<file path="src/rtl/core/hcs_pkg.sv">
// Shared types and constants for the Hamiltonian cycle search block.
package hcs_pkg;

	// Fixed geometry of the adjacency store and of the path fields.
	localparam int RowSlots = 16;
	localparam int VertexW  = 4;
	localparam int RowW     = 16;
	localparam int CountW   = 5;

	// One write into the adjacency row store.
	typedef struct packed {
		logic               en;
		logic [VertexW-1:0] addr;
		logic [RowW-1:0]    data;
	} row_wr_t;

	// One path entry as it leaves the search sequencer.
	typedef struct packed {
		logic               valid;
		logic [VertexW-1:0] vertex;
		logic               found;
		logic               last;
	} path_beat_t;

endpackage

</file>
<file path="src/rtl/core/hcs_row_store.sv">
// Adjacency row store: one row written per beat, one row read by vertex.
module hcs_row_store (
	input  logic                                clk,
	input  hcs_pkg::row_wr_t                    wr,
	input  logic [hcs_pkg::VertexW-1:0]         rd_addr,
	output logic [hcs_pkg::RowW-1:0]            rd_data
);

	logic [hcs_pkg::RowW-1:0] rows_q [hcs_pkg::RowSlots];

	// Rows hold no reset value; the user must write them before they are read, as the store does not enforce this.
	always_ff @(posedge clk) begin
		if (wr.en) begin
			rows_q[wr.addr] <= wr.data;
		end
	end

	// The sequencer reads the row of the vertex at the end of the path.
	assign rd_data = rows_q[rd_addr];

endmodule

</file>
<file path="src/rtl/core/hcs_search_seq.sv">
// Backtracking sequencer: tests one candidate vertex per cycle, save in backtrack steps, then emits the path.
module hcs_search_seq (
	input  logic                                clk,
	input  logic                                arst_n,
	input  logic                                go,
	input  logic [hcs_pkg::CountW-1:0]          n_active,
	input  logic [hcs_pkg::RowW-1:0]            row_data,
	output logic [hcs_pkg::VertexW-1:0]         row_addr,
	output logic                                busy,
	output hcs_pkg::path_beat_t                 beat
);

	typedef enum logic [1:0] {
		S_IDLE,
		S_SEARCH,
		S_EMIT
	} state_t;

	state_t                        state_q;
	logic [hcs_pkg::CountW-1:0]    n_q;
	logic [hcs_pkg::CountW-1:0]    depth_q;
	logic [hcs_pkg::CountW-1:0]    cand_q;
	logic [hcs_pkg::RowW-1:0]      used_q;
	logic [hcs_pkg::VertexW-1:0]   path_q [hcs_pkg::RowSlots];
	logic [hcs_pkg::VertexW-1:0]   emit_q;
	logic                          found_q;
	hcs_pkg::path_beat_t           beat_q;

	logic [hcs_pkg::CountW-1:0]    depth_m1;
	logic [hcs_pkg::VertexW-1:0]   rd_idx;
	logic [hcs_pkg::VertexW-1:0]   path_rd;
	logic [hcs_pkg::VertexW-1:0]   target;
	logic                          full_path;
	logic                          edge_ok;
	logic                          cand_free;
	logic                          back;
	logic                          emit_last;

	// Candidate test: one path read, one row read and one bit pick per cycle.
	always_comb begin
		depth_m1  = depth_q - 5'd1;
		rd_idx    = (state_q == S_EMIT) ? emit_q : depth_m1[3:0];
		path_rd   = path_q[rd_idx];
		full_path = (depth_q >= n_q);
		target    = full_path ? '0 : cand_q[3:0];
		edge_ok   = row_data[target];
		cand_free = !used_q[target];
		back      = (full_path && !edge_ok) || (!full_path && (cand_q >= n_q));
		emit_last = (({1'b0, emit_q} + 5'd1) == n_q);
	end

	assign row_addr = path_rd;
	assign busy     = (state_q != S_IDLE);
	assign beat     = beat_q;

	// Sequencer state, search registers and the registered path beat.
	always_ff @(posedge clk or negedge arst_n) begin
		if (!arst_n) begin
			state_q <= S_IDLE;
			beat_q  <= '0;
			found_q <= 1'b0;
			depth_q <= 5'd1;
			cand_q  <= '0;
			used_q  <= '0;
			n_q     <= 5'd1;
			emit_q  <= '0;
			for (int i = 0; i < hcs_pkg::RowSlots; i++) begin
				path_q[i] <= '0;
			end
		end else begin
			if (state_q != S_EMIT) begin
				beat_q.valid <= 1'b0;
				beat_q.last  <= 1'b0;
			end
			case (state_q)
				S_IDLE: begin
					if (go) begin
						n_q     <= n_active;
						depth_q <= 5'd1;
						cand_q  <= '0;
						used_q  <= {{(hcs_pkg::RowW-1){1'b0}}, 1'b1};
						found_q <= 1'b0;
						for (int i = 0; i < hcs_pkg::RowSlots; i++) begin
							path_q[i] <= '0;
						end
						state_q <= S_SEARCH;
					end
				end
				S_SEARCH: begin
					if (full_path && edge_ok) begin
						// Closing edge back to vertex zero exists.
						found_q <= 1'b1;
						emit_q  <= '0;
						state_q <= S_EMIT;
					end else if (back) begin
						if (depth_q == 5'd1) begin
							// Search exhausted; the path has been cleared to zero.
							found_q <= 1'b0;
							emit_q  <= '0;
							state_q <= S_EMIT;
						end else begin
							// Take the last vertex off the path and resume after it.
							used_q[path_rd]         <= 1'b0;
							path_q[depth_m1[3:0]]   <= '0;
							depth_q                 <= depth_m1;
							cand_q                  <= {1'b0, path_rd} + 5'd1;
						end
					end else if (edge_ok && cand_free) begin
						path_q[depth_q[3:0]] <= cand_q[3:0];
						used_q[cand_q[3:0]]  <= 1'b1;
						depth_q              <= depth_q + 5'd1;
						cand_q               <= '0;
					end else begin
						cand_q <= cand_q + 5'd1;
					end
				end
				S_EMIT: begin
					beat_q.valid  <= 1'b1;
					beat_q.vertex <= path_rd;
					beat_q.found  <= found_q;
					beat_q.last   <= emit_last;
					emit_q        <= emit_q + 4'd1;
					if (emit_last) begin
						state_q <= S_IDLE;
					end
				end
				default: begin
					state_q <= S_IDLE;
				end
			endcase
		end
	end

endmodule

</file>
<file path="src/rtl/core/hamiltonian_cycle_search.sv">
// Top level of the Hamiltonian cycle search block.
//
// Usage: the graph arrives one adjacency row per beat on the command channel
// (start, row_index, row_edges, last_row); a beat is taken when start is high
// and busy is low. Each row is stored at once, and a row without last_row set
// yields no result and leaves busy low. The beat with last_row set starts a
// depth-first search from vertex zero on the next cycle; busy stays high
// through the search and falls in the cycle that shows the last path beat.
// The search sequencer tests one candidate vertex per cycle, save in backtrack
// steps, against the stored row of the vertex at the end of the path; once the
// path is full it checks the closing edge back to vertex zero. After that,
// vertex_count path beats leave on result_valid, one per cycle, from the beat
// register once the sequencer is in its emit state; the last carries
// last_of_run. The receiver cannot stall: each beat is present for one cycle.
// vertex_count is written on the cfg channel (always ready); the user must
// write it only while idle, as the block does not enforce this. Zero counts as
// one and values above the vertex limit saturate. Reset clears the sequencer
// and sets vertex_count to one; stored rows are undefined until written.
module hamiltonian_cycle_search #(
	parameter int MAX_VERTICES = 16
) (
	input  logic                               clk,
	input  logic                               arst_n,
	input  logic                               start,
	output logic                               busy,
	input  logic [hcs_pkg::VertexW-1:0]        row_index,
	input  logic [hcs_pkg::RowW-1:0]           row_edges,
	input  logic                               last_row,
	input  logic                               cfg_valid,
	output logic                               cfg_ready,
	input  logic [hcs_pkg::CountW-1:0]         cfg_data,
	output logic                               result_valid,
	output logic [hcs_pkg::VertexW-1:0]        vertex_index,
	output logic                               cycle_found,
	output logic                               last_of_run
);

	localparam int VertexLimit = (MAX_VERTICES < hcs_pkg::RowSlots) ?
		MAX_VERTICES : hcs_pkg::RowSlots;

	logic [hcs_pkg::CountW-1:0]  vertex_count_q;
	logic [hcs_pkg::CountW-1:0]  n_active;
	logic                        accept;
	hcs_pkg::row_wr_t            row_wr;
	logic [hcs_pkg::VertexW-1:0] row_addr;
	logic [hcs_pkg::RowW-1:0]    row_data;
	hcs_pkg::path_beat_t         beat;

	// Vertex count register; the user must write it only while the block is idle, as the block does not enforce this.
	assign cfg_ready = 1'b1;

	always_ff @(posedge clk or negedge arst_n) begin
		if (!arst_n) begin
			vertex_count_q <= 5'd1;
		end else if (cfg_valid && cfg_ready) begin
			vertex_count_q <= cfg_data;
		end
	end

	// Clamp the count into the supported vertex range.
	always_comb begin
		if (vertex_count_q == '0) begin
			n_active = 5'd1;
		end else if (vertex_count_q > 5'(VertexLimit)) begin
			n_active = 5'(VertexLimit);
		end else begin
			n_active = vertex_count_q;
		end
	end

	// Every accepted beat stores its row.
	assign accept      = start && !busy;
	assign row_wr.en   = accept;
	assign row_wr.addr = row_index;
	assign row_wr.data = row_edges;

	hcs_row_store u_rows (
		.clk     (clk),
		.wr      (row_wr),
		.rd_addr (row_addr),
		.rd_data (row_data)
	);

	hcs_search_seq u_seq (
		.clk      (clk),
		.arst_n   (arst_n),
		.go       (accept && last_row),
		.n_active (n_active),
		.row_data (row_data),
		.row_addr (row_addr),
		.busy     (busy),
		.beat     (beat)
	);

	assign result_valid = beat.valid;
	assign vertex_index = beat.vertex;
	assign cycle_found  = beat.found;
	assign last_of_run  = beat.last;

endmodule

</file>
<file path="config.mk">
export PLATFORM = sky130hd
export DESIGN_NAME = hamiltonian_cycle_search
export DESIGN_NICKNAME = d
export VERILOG_FILES = /design/src/rtl/core/hcs_pkg.sv /design/src/rtl/core/hcs_row_store.sv /design/src/rtl/core/hcs_search_seq.sv /design/src/rtl/core/hamiltonian_cycle_search.sv
export SDC_FILE = /design/constraint.sdc
export NUM_CORES = 1
export LEC_CHECK = 0
export BUFFER_PORTS_ARGS = -buffer_cell sky130_fd_sc_hd__buf_2
export CAP_MARGIN = 25
export CORE_UTILIZATION = 50
export DETAILED_ROUTE_END_ITERATION = 8
export GPL_ROUTABILITY_DRIVEN = 0
export GPL_TIMING_DRIVEN = 0
export PLACE_DENSITY = 0.69
export REMOVE_ABC_BUFFERS = 1
export SLEW_MARGIN = 25
export SYNTH_ARGS = -nofsm -noshare
export SYNTH_HDL_FRONTEND = slang
export SYNTH_SLANG_ARGS = --single-unit
</file>
<file path="constraint.sdc">
create_clock -name clk -period 14.8 [get_ports clk]
set_input_delay 2.22 -clock clk [delete_from_list [all_inputs] [get_ports clk]]
set_output_delay 2.22 -clock clk [all_outputs]
set_load 0.01 [all_outputs]
</file>
# ---- Word level (Yosys, flattened, before mapping)
# Memory sizes are Yosys's and may differ from the RTL's.
# Cells that the tools add are included.
dict set report totals {
  output_inout_bits 9
  mem_count 1
  word_cells 158
  ff_bits 114
  mem_bits_rw 256
  input_bits 30
}
dict set report classes {
  magnitude_cmp 13
  n_eq_ne 12
  n_reduce_logical 27
  bitwise_logic 8
  add_sub_neg 6
  mux 63
}
# name words width rd rd_clocked_by_memory_dff write_ports line
set memory_table {}
lappend memory_table {u_rows.rows_q 16 16 1 0 1 hcs_row_store.sv:9} ;# logic [hcs_pkg::RowW-1:0] rows_q [hcs_pkg::RowSlots];
# operator count
set op_table {}
lappend op_table {{two-way mux 64 bit} 5}
lappend op_table {{one-hot mux 64 bit (2 select lines)} 1}
lappend op_table {{two-way mux 16 bit} 5}
lappend op_table {{AND 64 bit} 1}
lappend op_table {{bitwise mux 64 bit} 1}
lappend op_table {{inverter 64 bit} 1}
lappend op_table {{two-way mux 5 bit} 12}
lappend op_table {{two-way mux 4 bit} 9}
lappend op_table {{demux 4 bit (select 4 bit)} 2}
lappend op_table {{one-hot mux 16 bit (2 select lines)} 1}
lappend op_table {{one-hot mux 5 bit (2 select lines)} 2}
lappend op_table {{AND 16 bit} 1}
lappend op_table {{binary-select mux 4 bit (select 4 bit)} 1}
lappend op_table {{inverter 16 bit} 1}
lappend op_table {{bitwise OR 16 bit} 1}
lappend op_table {{greater-or-equal comparator 5 bit, second input constant} 3}
lappend op_table {{less-than comparator 4 x 5 -> 1 bit, second input constant} 3}
lappend op_table {{inverter 4 -> 5 bit} 3}
lappend op_table {{AND reduction 4 bit} 3}
lappend op_table {{two-way mux 1 bit} 11}
lappend op_table {{adder 4 x 1 -> 5 bit, second input constant} 2}
lappend op_table {{adder 5 x 1 -> 5 bit, second input constant} 2}
lappend op_table {{greater-or-equal comparator 5 bit} 2}
lappend op_table {{logical AND 1 bit} 10}
lappend op_table {{other kinds (28)} 46}

# ---- Depth between registers and ports, before layout
# Gate-level depths: netlist of the first run.
dict set report depth {
  depth_word 16
  depth_mapped 24
  depth_no_buf 17
}

# ---- By module
# Synthesis of the first run repeated with hierarchy kept, for this count alone.
dict set report hier_totals {
  cells_unflattened 1132
  hier_area_um2 16848.7
}
# module seq_area_each_um2 area_per_inst_um2 instances cells_per_inst
set by_module_without_submodules {}
lappend by_module_without_submodules {hcs_row_store 7687.4 9723.1 1 416}
lappend by_module_without_submodules {hcs_search_seq 2730.1 6884.1 1 694}
lappend by_module_without_submodules {hamiltonian_cycle_search 126.4 241.5 1 22}

# ---- Worst setup path before layout of the first run
# No wires, ideal clock.
dict set report synth_timing {
  path_kind {reg-to-reg}
  from {register u_seq.depth_q[0] (netlist bit)}
  to {register u_seq.path_q[47] (netlist bit)}
  path_slack_ps 10051
  stages_incl_launch_ff 21
  required_time_ps 14679
  path_buffers 5
  arrival_ps 4629
  period_less_slack_ps 4749
  setup_time_ps 121
  cell_sequence {dfstp_2 -> buf_2 -> inv_1 -> ha_1 -> o21ai_2 -> buf_2 -> mux4_2 -> a22oi_2 -> nand2_4 -> inv_4 -> buf_2 -> buf_2 -> mux2_1 -> a211oi_1 -> o211ai_1 -> a32oi_1 -> o22ai_4 -> o21bai_4 -> buf_4 -> nand2_1 -> a22o_1}
}
dict set report synth_between {
  elab_chain_len 15
  word_cells_on_any_way 46
  cone_classes {1 x add/sub; 5 x order compare; 4 x eq/ne; 19 x mux; 5 x bitwise; 11 x reduce/logical; 1 x memory}
}
# item line
set synth_lines {}
lappend synth_lines {{start, declared} hcs_search_seq.sv:21} ;# logic [hcs_pkg::CountW-1:0] depth_q;
lappend synth_lines {{start signal, assigned} hcs_search_seq.sv:105} ;# depth_q <= depth_m1;
lappend synth_lines {{start signal, assigned} hcs_search_seq.sv:111} ;# depth_q <= depth_q + 5'd1;
lappend synth_lines {{subtractor 5 x 1 -> 5 bit} hcs_search_seq.sv:41} ;# depth_m1 = depth_q - 5'd1;
lappend synth_lines {{two-way mux 4 bit} hcs_search_seq.sv:42} ;# rd_idx = (state_q == S_EMIT) ? emit_q : depth_m1[3:0];
lappend synth_lines {{inverter 4 -> 5 bit (implied by the code)} hcs_search_seq.sv:43} ;# path_rd = path_q[rd_idx];
lappend synth_lines {{binary-select mux 4 bit (select 4 bit)} hcs_search_seq.sv:43}
lappend synth_lines {{two-way mux 4 bit (implied by the code) (2 in a row)} hcs_search_seq.sv:43}
lappend synth_lines {{memory read (16 x 16 bit)} -}
lappend synth_lines {{binary-select mux 1 bit (select 4 bit)} hcs_search_seq.sv:46} ;# edge_ok = row_data[target];
lappend synth_lines {{two-way mux 1 bit (implied by the code)} hcs_search_seq.sv:46}
lappend synth_lines {{zero test 1 bit} hcs_search_seq.sv:48} ;# back = (full_path && !edge_ok) || (!full_path && (cand_q >= n_q));
lappend synth_lines {{logical AND 1 bit} hcs_search_seq.sv:48}
lappend synth_lines {{logical OR 1 bit} hcs_search_seq.sv:48}
lappend synth_lines {{two-way mux 64 bit} hcs_search_seq.sv:95} ;# end else if (back) begin
lappend synth_lines {{two-way mux 64 bit} hcs_search_seq.sv:90} ;# if (full_path && edge_ok) begin
lappend synth_lines {{one-hot mux 64 bit (2 select lines)} hcs_search_seq.sv:75} ;# case (state_q)
lappend synth_lines {{end signal, assigned by index} hcs_search_seq.sv:109} ;# path_q[depth_q[3:0]] <= cand_q[3:0];
lappend synth_lines {{end, declared} hcs_search_seq.sv:24} ;# logic [hcs_pkg::VertexW-1:0] path_q [hcs_pkg::RowSlots];
# Parallel ways exist; a longest one is shown, timed or not. The select of a mux whose other input is x is not followed.
# A chain may end at the register's enable or synchronous reset.

# ---- Worst setup path in the final report of the first run
dict set report layout_timing {
  from {register u_seq.state_q[0]}
  to {register u_seq.path_q[50] (netlist bit)}
}
dict set report layout_between {
  elab_chain_len 15
  word_cells_on_any_way 29
  cone_classes {6 x eq/ne; 9 x mux; 1 x bitwise; 12 x reduce/logical; 1 x memory}
}
# item line
set layout_lines {}
lappend layout_lines {{start, declared} hcs_search_seq.sv:19} ;# state_t state_q;
lappend layout_lines {{start signal, assigned} hcs_search_seq.sv:59} ;# state_q <= S_IDLE;
lappend layout_lines {{start signal, assigned} hcs_search_seq.sv:86} ;# state_q <= S_SEARCH;
lappend layout_lines {{start signal, assigned} hcs_search_seq.sv:94} ;# state_q <= S_EMIT;
lappend layout_lines {{== test 2 bit} hcs_search_seq.sv:42}
lappend layout_lines {{two-way mux 4 bit} hcs_search_seq.sv:42}
lappend layout_lines {{inverter 4 -> 5 bit (implied by the code)} hcs_search_seq.sv:43}
lappend layout_lines {{binary-select mux 4 bit (select 4 bit)} hcs_search_seq.sv:43}
lappend layout_lines {{two-way mux 4 bit (implied by the code) (2 in a row)} hcs_search_seq.sv:43}
lappend layout_lines {{memory read (16 x 16 bit)} -}
lappend layout_lines {{binary-select mux 1 bit (select 4 bit)} hcs_search_seq.sv:46}
lappend layout_lines {{two-way mux 1 bit (implied by the code)} hcs_search_seq.sv:46}
lappend layout_lines {{zero test 1 bit} hcs_search_seq.sv:48}
lappend layout_lines {{logical AND 1 bit} hcs_search_seq.sv:48}
lappend layout_lines {{logical OR 1 bit} hcs_search_seq.sv:48}
lappend layout_lines {{two-way mux 64 bit} hcs_search_seq.sv:95}
lappend layout_lines {{two-way mux 64 bit} hcs_search_seq.sv:90}
lappend layout_lines {{one-hot mux 64 bit (2 select lines)} hcs_search_seq.sv:75}
# Parallel ways exist; a longest one is shown, timed or not. The select of a mux whose other input is x is not followed.

==> summary.md, run 1 <==
| Metric | Value |
|---|---|
| Status | finished, final reports clean |
| Fraction of layout cells with a size suffix above 1 | 15.8% |
| Max Cap Violations | 0 |
| Fin util | between 50% and 60% |
| Antenna Cells | 0 |
| Lkg Pwr | around 0.0069 µW |
| Dpl hpwl | ~27 mm |
| Initial antenna violation count | 1 |
| CP endpoint kind | register |
| Worst-path fanout max | between 60 and 70 |
| Residual DRC | 0 |
| Post-Layout Cell Count | 1805 |
| Design Power | 2870 µW |
| Clk slew on worst S/H paths | 0.06 ns |
| Later-pin clock latency in the skew report | 0.56 ns |
| Die width | 187 µm |
| Gr usage total | 25.1% |
| Vias in the first global route | 11440 |
| Adder-cell share of the synthesized area | 2.05% |
| Slew Limit Fails | 0 |
| Post-cts resize count | 0 |
| Drt via density | 6.33 |
| Clock sink count | 370 |
| # setup viols final | 0 |
| Setup CP Type | register to register |
| RSZ-0062 raised after global routing | false |
| Initial Util | 50.9% |
| Floorplan row count | 67 |
| Fin nets | 1385 |
| Synthesized cell area | 17100 µm² |
| Number of port buffers | 37 |
| # placed instances | 1732 |
| Number of setup buffers added after CTS | 0 |
| Routed wire length | 43.3 mm |
| TritonCTS Buffers | 40 |
| Register area share after synthesis | between 60% and 70% |
| Tmin final | 7.53 ns |
| Final Worst Setup Slack | slightly above 7 ns |
| Worst slack, placed | 7.34 ns |
| Post-Syn Instances | 1302 |
| First-pass iteration count of the detailed router | 6 |
| PwrDens | 149 nW/µm² |
| Synth top area cells | edfxtp_1, dfrtp_1, mux2i_1, mux4_2, nand2_1 |
| Netlist cell types | between 80 and 90 |
| Synth Area in Simple Gates | approximately a tenth |
| Global route total overflow | 0 |
| Largest net degree at the start of global routing | 66 |
| Clock Skew | approximately 0.014 ns |
| Fmax | 0.133 GHz |
| Count of boundary I/O pins | 39 |
| Ys Warns | 0 |
| Most instantiated cells after synthesis | edfxtp_1, nand2_1, dfrtp_1 |
| Crit share post-route | approximately 51% |
| Number of nets still failing antenna checks after routing | 0 |
| Startpoint types | register |
| Vias post-DR | 11426 |
| Fin. Hold Viols | 0 |
| Syn_area_per_cell | 13.1 µm² |
| H-tree Lvls | 2 |
| Die Y | 187 µm |
| Post-synthesis register bit count | 370 |
| Hold buffer count at CTS | 0 |
| Yosys top cell by area | edfxtp_1 |
| Post-synthesis mux area share | 9.24% |
| Yosys top cell area share | 45.0% |
| Core region area | approximately 34000 µm² |
| First-pass GRT wire length | between 60 and 70 mm |
| Die area | 34900 µm² |
| Post-synth EDFFs | about 260 |
| Most frequent cell after synthesis | edfxtp_1 |
| Max-slew headroom | a little over a quarter |
| Critical Path RT | around 15 ns |
| CTS Buffer Depth | 3 |
| Hold Crit Class | register to register |
| Layout area overhead | 12.7% |
| Clock Tree Root | clkbuf_16 |
| Least-Margin Pin Slew | 1.09 ns |
| TritonCTS clock tree | yes |
| WL/cell | 24.0 µm |
| Post-Synth XOR/XNOR Area | 0.513% |
| Synth Area in Compound Gates | 12.9% |
| Asr flop ratio synth | 30.8% |
| Iter 0 DRT Violations | 1076 |
| Peak VDD IR | between 0.00015 and 0.0002 V |
| Largest family of logic cells by synthesized area | compound AO/OA/AOI/OAI gates |
| Post-synth top flop | edfxtp_1 |
| CP Data Arrival Time | 8.00 ns |
| Setup TNS | 0 ns |
[path summary, 6_finish.rpt]
path                                       start           endpoint  slack, ns  cells past startpoint
worst max-delay path            u_seq.state_q[0]   u_seq.path_q[50]       7.27                     18
worst min-delay path            u_seq.path_q[38]   u_seq.path_q[38]       0.48                      1
worst max register to register  u_seq.state_q[0]   u_seq.path_q[50]       7.27                     18
worst min register to register  u_seq.path_q[38]   u_seq.path_q[38]       0.48                      1
max in group asynchronous                 arst_n  vertex_count_q[0]      12.46                      2
min in group asynchronous                 arst_n   u_seq.path_q[22]       1.61                      1
[layer usage]
layer,track usage [%],routed length [µm],vias up,share of wire [%]
met5,0,16,-,0.037
met4,10.9,1560,2,3.6
met3,4.03,2810,104,6.5
met2,41.9,21600,477,50
met1,32.4,17300,5793,40
li1,-,-,5050,-
[power by group]
| part | total, µW | internal, µW | switching (µW) |
|---|---|---|---|
| logic | 707 | 228 | 479 |
| registers | 1200 | 1160 | 44.3 |
| clock network | 960 | 555 | 406 |
| total | 2870 | 1940 | 929 |
[flip-flops by register name, indices dropped and copies added, names as in the netlist]
| register | cells |
|---|---|
| u_seq.cand_q | 5 |
| u_seq.found_q | 1 |
| u_seq.emit_q | 4 |
| u_seq.used_q | 16 |
| u_seq.depth_q | 5 |
| u_seq.beat | 7 |
| u_seq.n_q | 5 |
| u_seq.path_q | 64 |
| u_seq.state_q | 2 |
| u_rows.rows_q | 256 |
| vertex_count_q | 5 |
[layout by cell type (no fill, tap or decap), types with 8 or more instances in the layout]
| cell | synthesis | layout |
|---|---|---|
| edfxtp_1 | 256 | 256 |
| nand2_1 | 164 | 162 |
| dfrtp_1 | 111 | 111 |
| mux2i_1 | 71 | 71 |
| nand3_1 | 62 | 62 |
| nor2_1 | 67 | 54 |
| clkbuf_16 | 0 | 41 |
| o2bb2ai_1 | 37 | 37 |
| buf_2 | 31 | 36 |
| inv_1 | 31 | 31 |
| mux4_2 | 31 | 31 |
| o21ai_0 | 30 | 30 |
| ha_1 | 28 | 27 |
| a21oi_1 | 24 | 23 |
| a32o_1 | 20 | 20 |
| nand4_1 | 19 | 19 |
| o211ai_1 | 18 | 18 |
| mux2_2 | 14 | 14 |
| clkbuf_1 | 27 | 14 |
| a22o_1 | 13 | 13 |
| nor2_4 | 0 | 12 |
| a211oi_1 | 12 | 12 |
| and3_1 | 12 | 12 |
| nand2b_1 | 10 | 10 |
| a21boi_0 | 10 | 10 |
| o22ai_1 | 10 | 10 |
| a31oi_1 | 9 | 9 |
| buf_16 | 0 | 9 |
| buf_4 | 11 | 9 |
| a21o_1 | 8 | 8 |
| a21boi_1 | 8 | 8 |
[final cells by class]
| cell class | count | area (µm²) |
|---|---|---|
| clock buffer | 56 | 1090 |
| clock inverter | 16 | 158 |
| multi-input combinational | 818 | 6120 |
| sequential | 370 | 10500 |
| tap | 448 | 561 |
| timing repair buffer | 63 | 636 |
| fill | 2628 | 14300 |
| inverter | 34 | 135 |
[critical path: stages, from the launching register on]
cell       delay (ns)
dfrtp_1          0.40
inv_1            0.13
ha_1             0.44
inv_1            0.15
a21oi_4          0.72
mux4_2           0.61
a22oi_2          0.66
nand2_4          0.30
buf_16           0.29
clkinv_4         0.44
a2111oi_0        0.22
a2111oi_0        0.50
a22o_1           0.42
a41oi_1          0.12
a221oi_2         0.35
o22ai_4          0.20
nor2_2           0.54
nand2_1          0.51
o2bb2ai_1        0.30
[kinds of logic (layout without fill, tap and decap cells)]
family,count (synthesis),in the layout
adder cells (fa/ha/maj),28,28
buffers and inverters,114,169
AO/OA/AOI/OAI,281,281
flip-flops,370,370
multiplexers,117,117
XOR/XNOR,10,10
AND/OR/NAND/NOR,381,381
other,1,1
[per-stage QoR]
stage          hold WS, ns  cell area (µm²)
6_report             0.483            19200
5_1_grt              0.507            19200
4_1_cts              0.486            19200
3_5_place_dp         0.469            18000
3_3_place_gp         0.466            17400
2_1_floorplan        0.449            16700
Note: power is estimated with default switching activity, not from simulation.
==> inputs of run 2 (changes only) <==
==> constraint.sdc (replaced) <==
create_clock -name clk -period 7.7 [get_ports clk]
set_input_delay 1.155 -clock clk [delete_from_list [all_inputs] [get_ports clk]]
set_output_delay 1.155 -clock clk [all_outputs]
set_load 0.01 [all_outputs]
==> run 2 against run 1 <==
Compared with the run above: non-clock buffer count up 8; largest power group unchanged; critical endpoint is now u_seq.path_q[59]; utilization up 0.22 points; cell count up 0.44%; clock-buffer cell count unchanged; clock skew up 0.0015 ns; first-iteration DRC count down 1.9%; die area unchanged; largest cell class unchanged; routed wire length up 0.40%.
==> summary.md, run 2 (synthesized netlist as in run 1, its figures left out) <==
| Metric | Value |
|---|---|
| Status | finished, final reports clean |
| Clk slew on worst S/H paths | 0.06 ns (about the same) |
| Hold depth | 1 (unchanged) |
| Lkg Pwr | 0.00692 µW (+0.66%) |
| Commonest non-fill, non-tap cell in the layout | edfxtp_1 |
| CP endpoint kind | register |
| Floorplan row count | 67 (unchanged) |
| Dpl hpwl | 27.3 mm (unchanged) |
| Cell mode on critical path | a2111oi_0 |
| WL/cell | 24.0 µm (about the same) |
| CTS Buffer Depth | 3 (unchanged) |
| Worst R2R Start | u_seq.depth_q[0] |
| First-pass GRT wire length | 66.8 mm (unchanged) |
| Crit share post-route | 94.1% (+43 points) |
| Fraction of layout cells with a size suffix above 1 | 16.3% (+0.49 points) |
| Critical Path RT | 8.15 ns (-7.11 ns) |
| PwrDens | 288 nW/µm² (+93%) |
| Die Y | 187 µm (unchanged) |
| Max Cap Violations | 0 (unchanged) |
| Die area | 34900 µm² (unchanged) |
| Design Power | 5570 µW (+94%) |
| Biggest register | u_rows.rows_q |
| Drt via density | 6.28 (-0.73%) |
| TritonCTS Buffers | 40 (unchanged) |
| Global route total overflow | 0 (unchanged) |
| Fmax | 0.138 GHz (+4.0%) |
| Clock Skew | 0.0151 ns (+0.00150 ns) |
| Final Worst Setup Slack | 0.453 ns (-6.81 ns) |
| Hold buffer count at CTS | 0 (unchanged) |
| Worst path slowest cell | o21bai_4 |
| Worst hold slack | 0.483 ns (+0.000700 ns) |
| Largest regs | u_rows.rows_q x256, u_seq.path_q x64, u_seq.used_q x16 |
| Dpl cell area | 18000 µm² (unchanged) |
| Worst setup startpoint | u_seq.depth_q[0] |
| Initial Util | 50.9% (unchanged) |
| Clock sink count | 370 (unchanged) |
| Startpoint types | register |
| Least-Margin Pin Slew | 1.08 ns (-0.0102 ns) |
| Gr usage total | 25.1% (unchanged) |
| Worst-path fanout max | 62 (unchanged) |
| Number of nets still failing antenna checks after routing | 0 (unchanged) |
| Fin. Hold Viols | 0 (unchanged) |
| Vias in the first global route | 11440 (unchanged) |
| Tmin final | 7.25 ns (-0.287 ns) |
| Count of boundary I/O pins | 39 (unchanged) |
| Initial antenna violation count | 1 (unchanged) |
| Most frequent cells in the layout | edfxtp_1, nand2_1, dfrtp_1 |
| Residual DRC | 0 (unchanged) |
| Max-slew headroom | 28.1% (+0.68 points) |
| Clock Tree Root | clkbuf_16 |
| Layout area overhead | 13.1% |
| RSZ-0062 raised after global routing | false |
| Fill cells | 2622 (-0.23%) |
| First-pass iteration count of the detailed router | 5 (-1) |
| Core region area | 33500 µm² (unchanged) |
| Hold Crit Class | register to register |
| TritonCTS clock tree | yes |
| Flip-flop count of the largest register after layout | 256 (unchanged) |
| CP max stage delay | 0.72 ns (about the same) |
| Number of setup buffers added after CTS | 0 (unchanged) |
| HP Start | u_seq.path_q[38] |
| Worst r2r path cells | 17 (-1) |
| H-tree Lvls | 2 (unchanged) |
| Largest net degree at the start of global routing | 66 (unchanged) |
| # setup viols final | 0 (unchanged) |
| CP Cell Sequence | inv_1, ha_1, o21ai_4, mux4_2, a22oi_2, nand2_4, buf_16, clkinv_4, a2111oi_0, a2111oi_0, a22o_1, a41oi_1, a221oi_2, o22ai_4, o21bai_4, o21ai_1, a32o_1 |
| Antenna Cells | 0 (unchanged) |
| Later-pin clock latency in the skew report | 0.56 ns (about the same) |
| Vias post-DR | 11393 (-0.29%) |
| CP Data Arrival Time | 7.69 ns (-0.31 ns) |
| Setup CP Type | register to register |
| Routed wire length | 43.5 mm (+0.40%) |
| Iter 0 DRT Violations | 1056 (-1.9%) |
| Peak VDD IR | 0.000333 V (+92%) |
| Worst slack, placed | 0.235 ns (-7.10 ns) |
| Post-cts resize count | 0 (unchanged) |
| Post-route cell area | 19300 µm² (+0.38%) |
| Die width | 187 µm (unchanged) |
| Fin nets | 1393 (+0.58%) |
| Slew Limit Fails | 0 (unchanged) |
| Number of port buffers | 37 (unchanged) |
[run 2: changes by cell type in the layout (fill, tap and decap cells not counted)]
cell | before | now
buf_12 | 4 | 5
buf_4 | 9 | 16
[run 2: cell type report]
type | count | area, µm² | area share [%]
Timing Repair Buffer | 71 | 708 | 3.67
Clock buffer | 56 | 1090 | 5.65
Inverter | 34 | 135 | 0.699
Clock inverter | 16 | 158 | 0.816
Sequential cell | 370 | 10500 | 54.6
Multi-Input combinational cell | 818 | 6120 | 31.7
Tap cell | 448 | 561 | 2.90
[run 2: per-layer routing]
metal	global-route usage, %	up-vias	wire length [µm]
met1	32.4	5764	17600
met4	10.9	2	1600
li1	-	5074	-
met2	41.9	445	21400
met3	4.03	108	2810
met5	0	-	16
[run 2: stage by stage]
| stage | instances | util [%] | TNS [ns] |
|---|---|---|---|
| after detailed placement | 1732 | 53.6 | 0 |
| after floorplan | 1222 | - | -217.31 |
| final | 1813 | 57.6 | 0 |
| after global placement | 1707 | 51.9 | -633.05 |
| after global routing | 1813 | 57.6 | 0 |
| after CTS | 1804 | 57.3 | 0 |
[run 2: final timing paths]
| kind | to | slack, ns |
|---|---|---|
| setup / recovery | u_seq.path_q[59] | 0.45 |
| setup reg to reg | u_seq.path_q[59] | 0.45 |
| hold reg to reg | u_seq.path_q[38] | 0.48 |
| min in group asynchronous | u_seq.path_q[22] | 0.54 |
| hold / removal | u_seq.path_q[38] | 0.48 |
| max in group asynchronous | vertex_count_q[0] | 6.43 |
[run 2: critical path: cells and delay by family, from the launching register on]
kind	cells	cell delay, ns
AO/OA/AOI/OAI	11	4.35
multiplexers	1	0.42
AND/OR/NAND/NOR	1	0.30
adder cells (fa/ha/maj)	1	0.38
flip-flops	1	0.67
buffers and inverters	3	0.87
[run 2: power breakdown]
group / switching, µW / internal, µW / total [µW]
sequential: 85.2 / 2220 / 2310
combinational: 933 / 479 / 1410
clock: 783 / 1070 / 1850
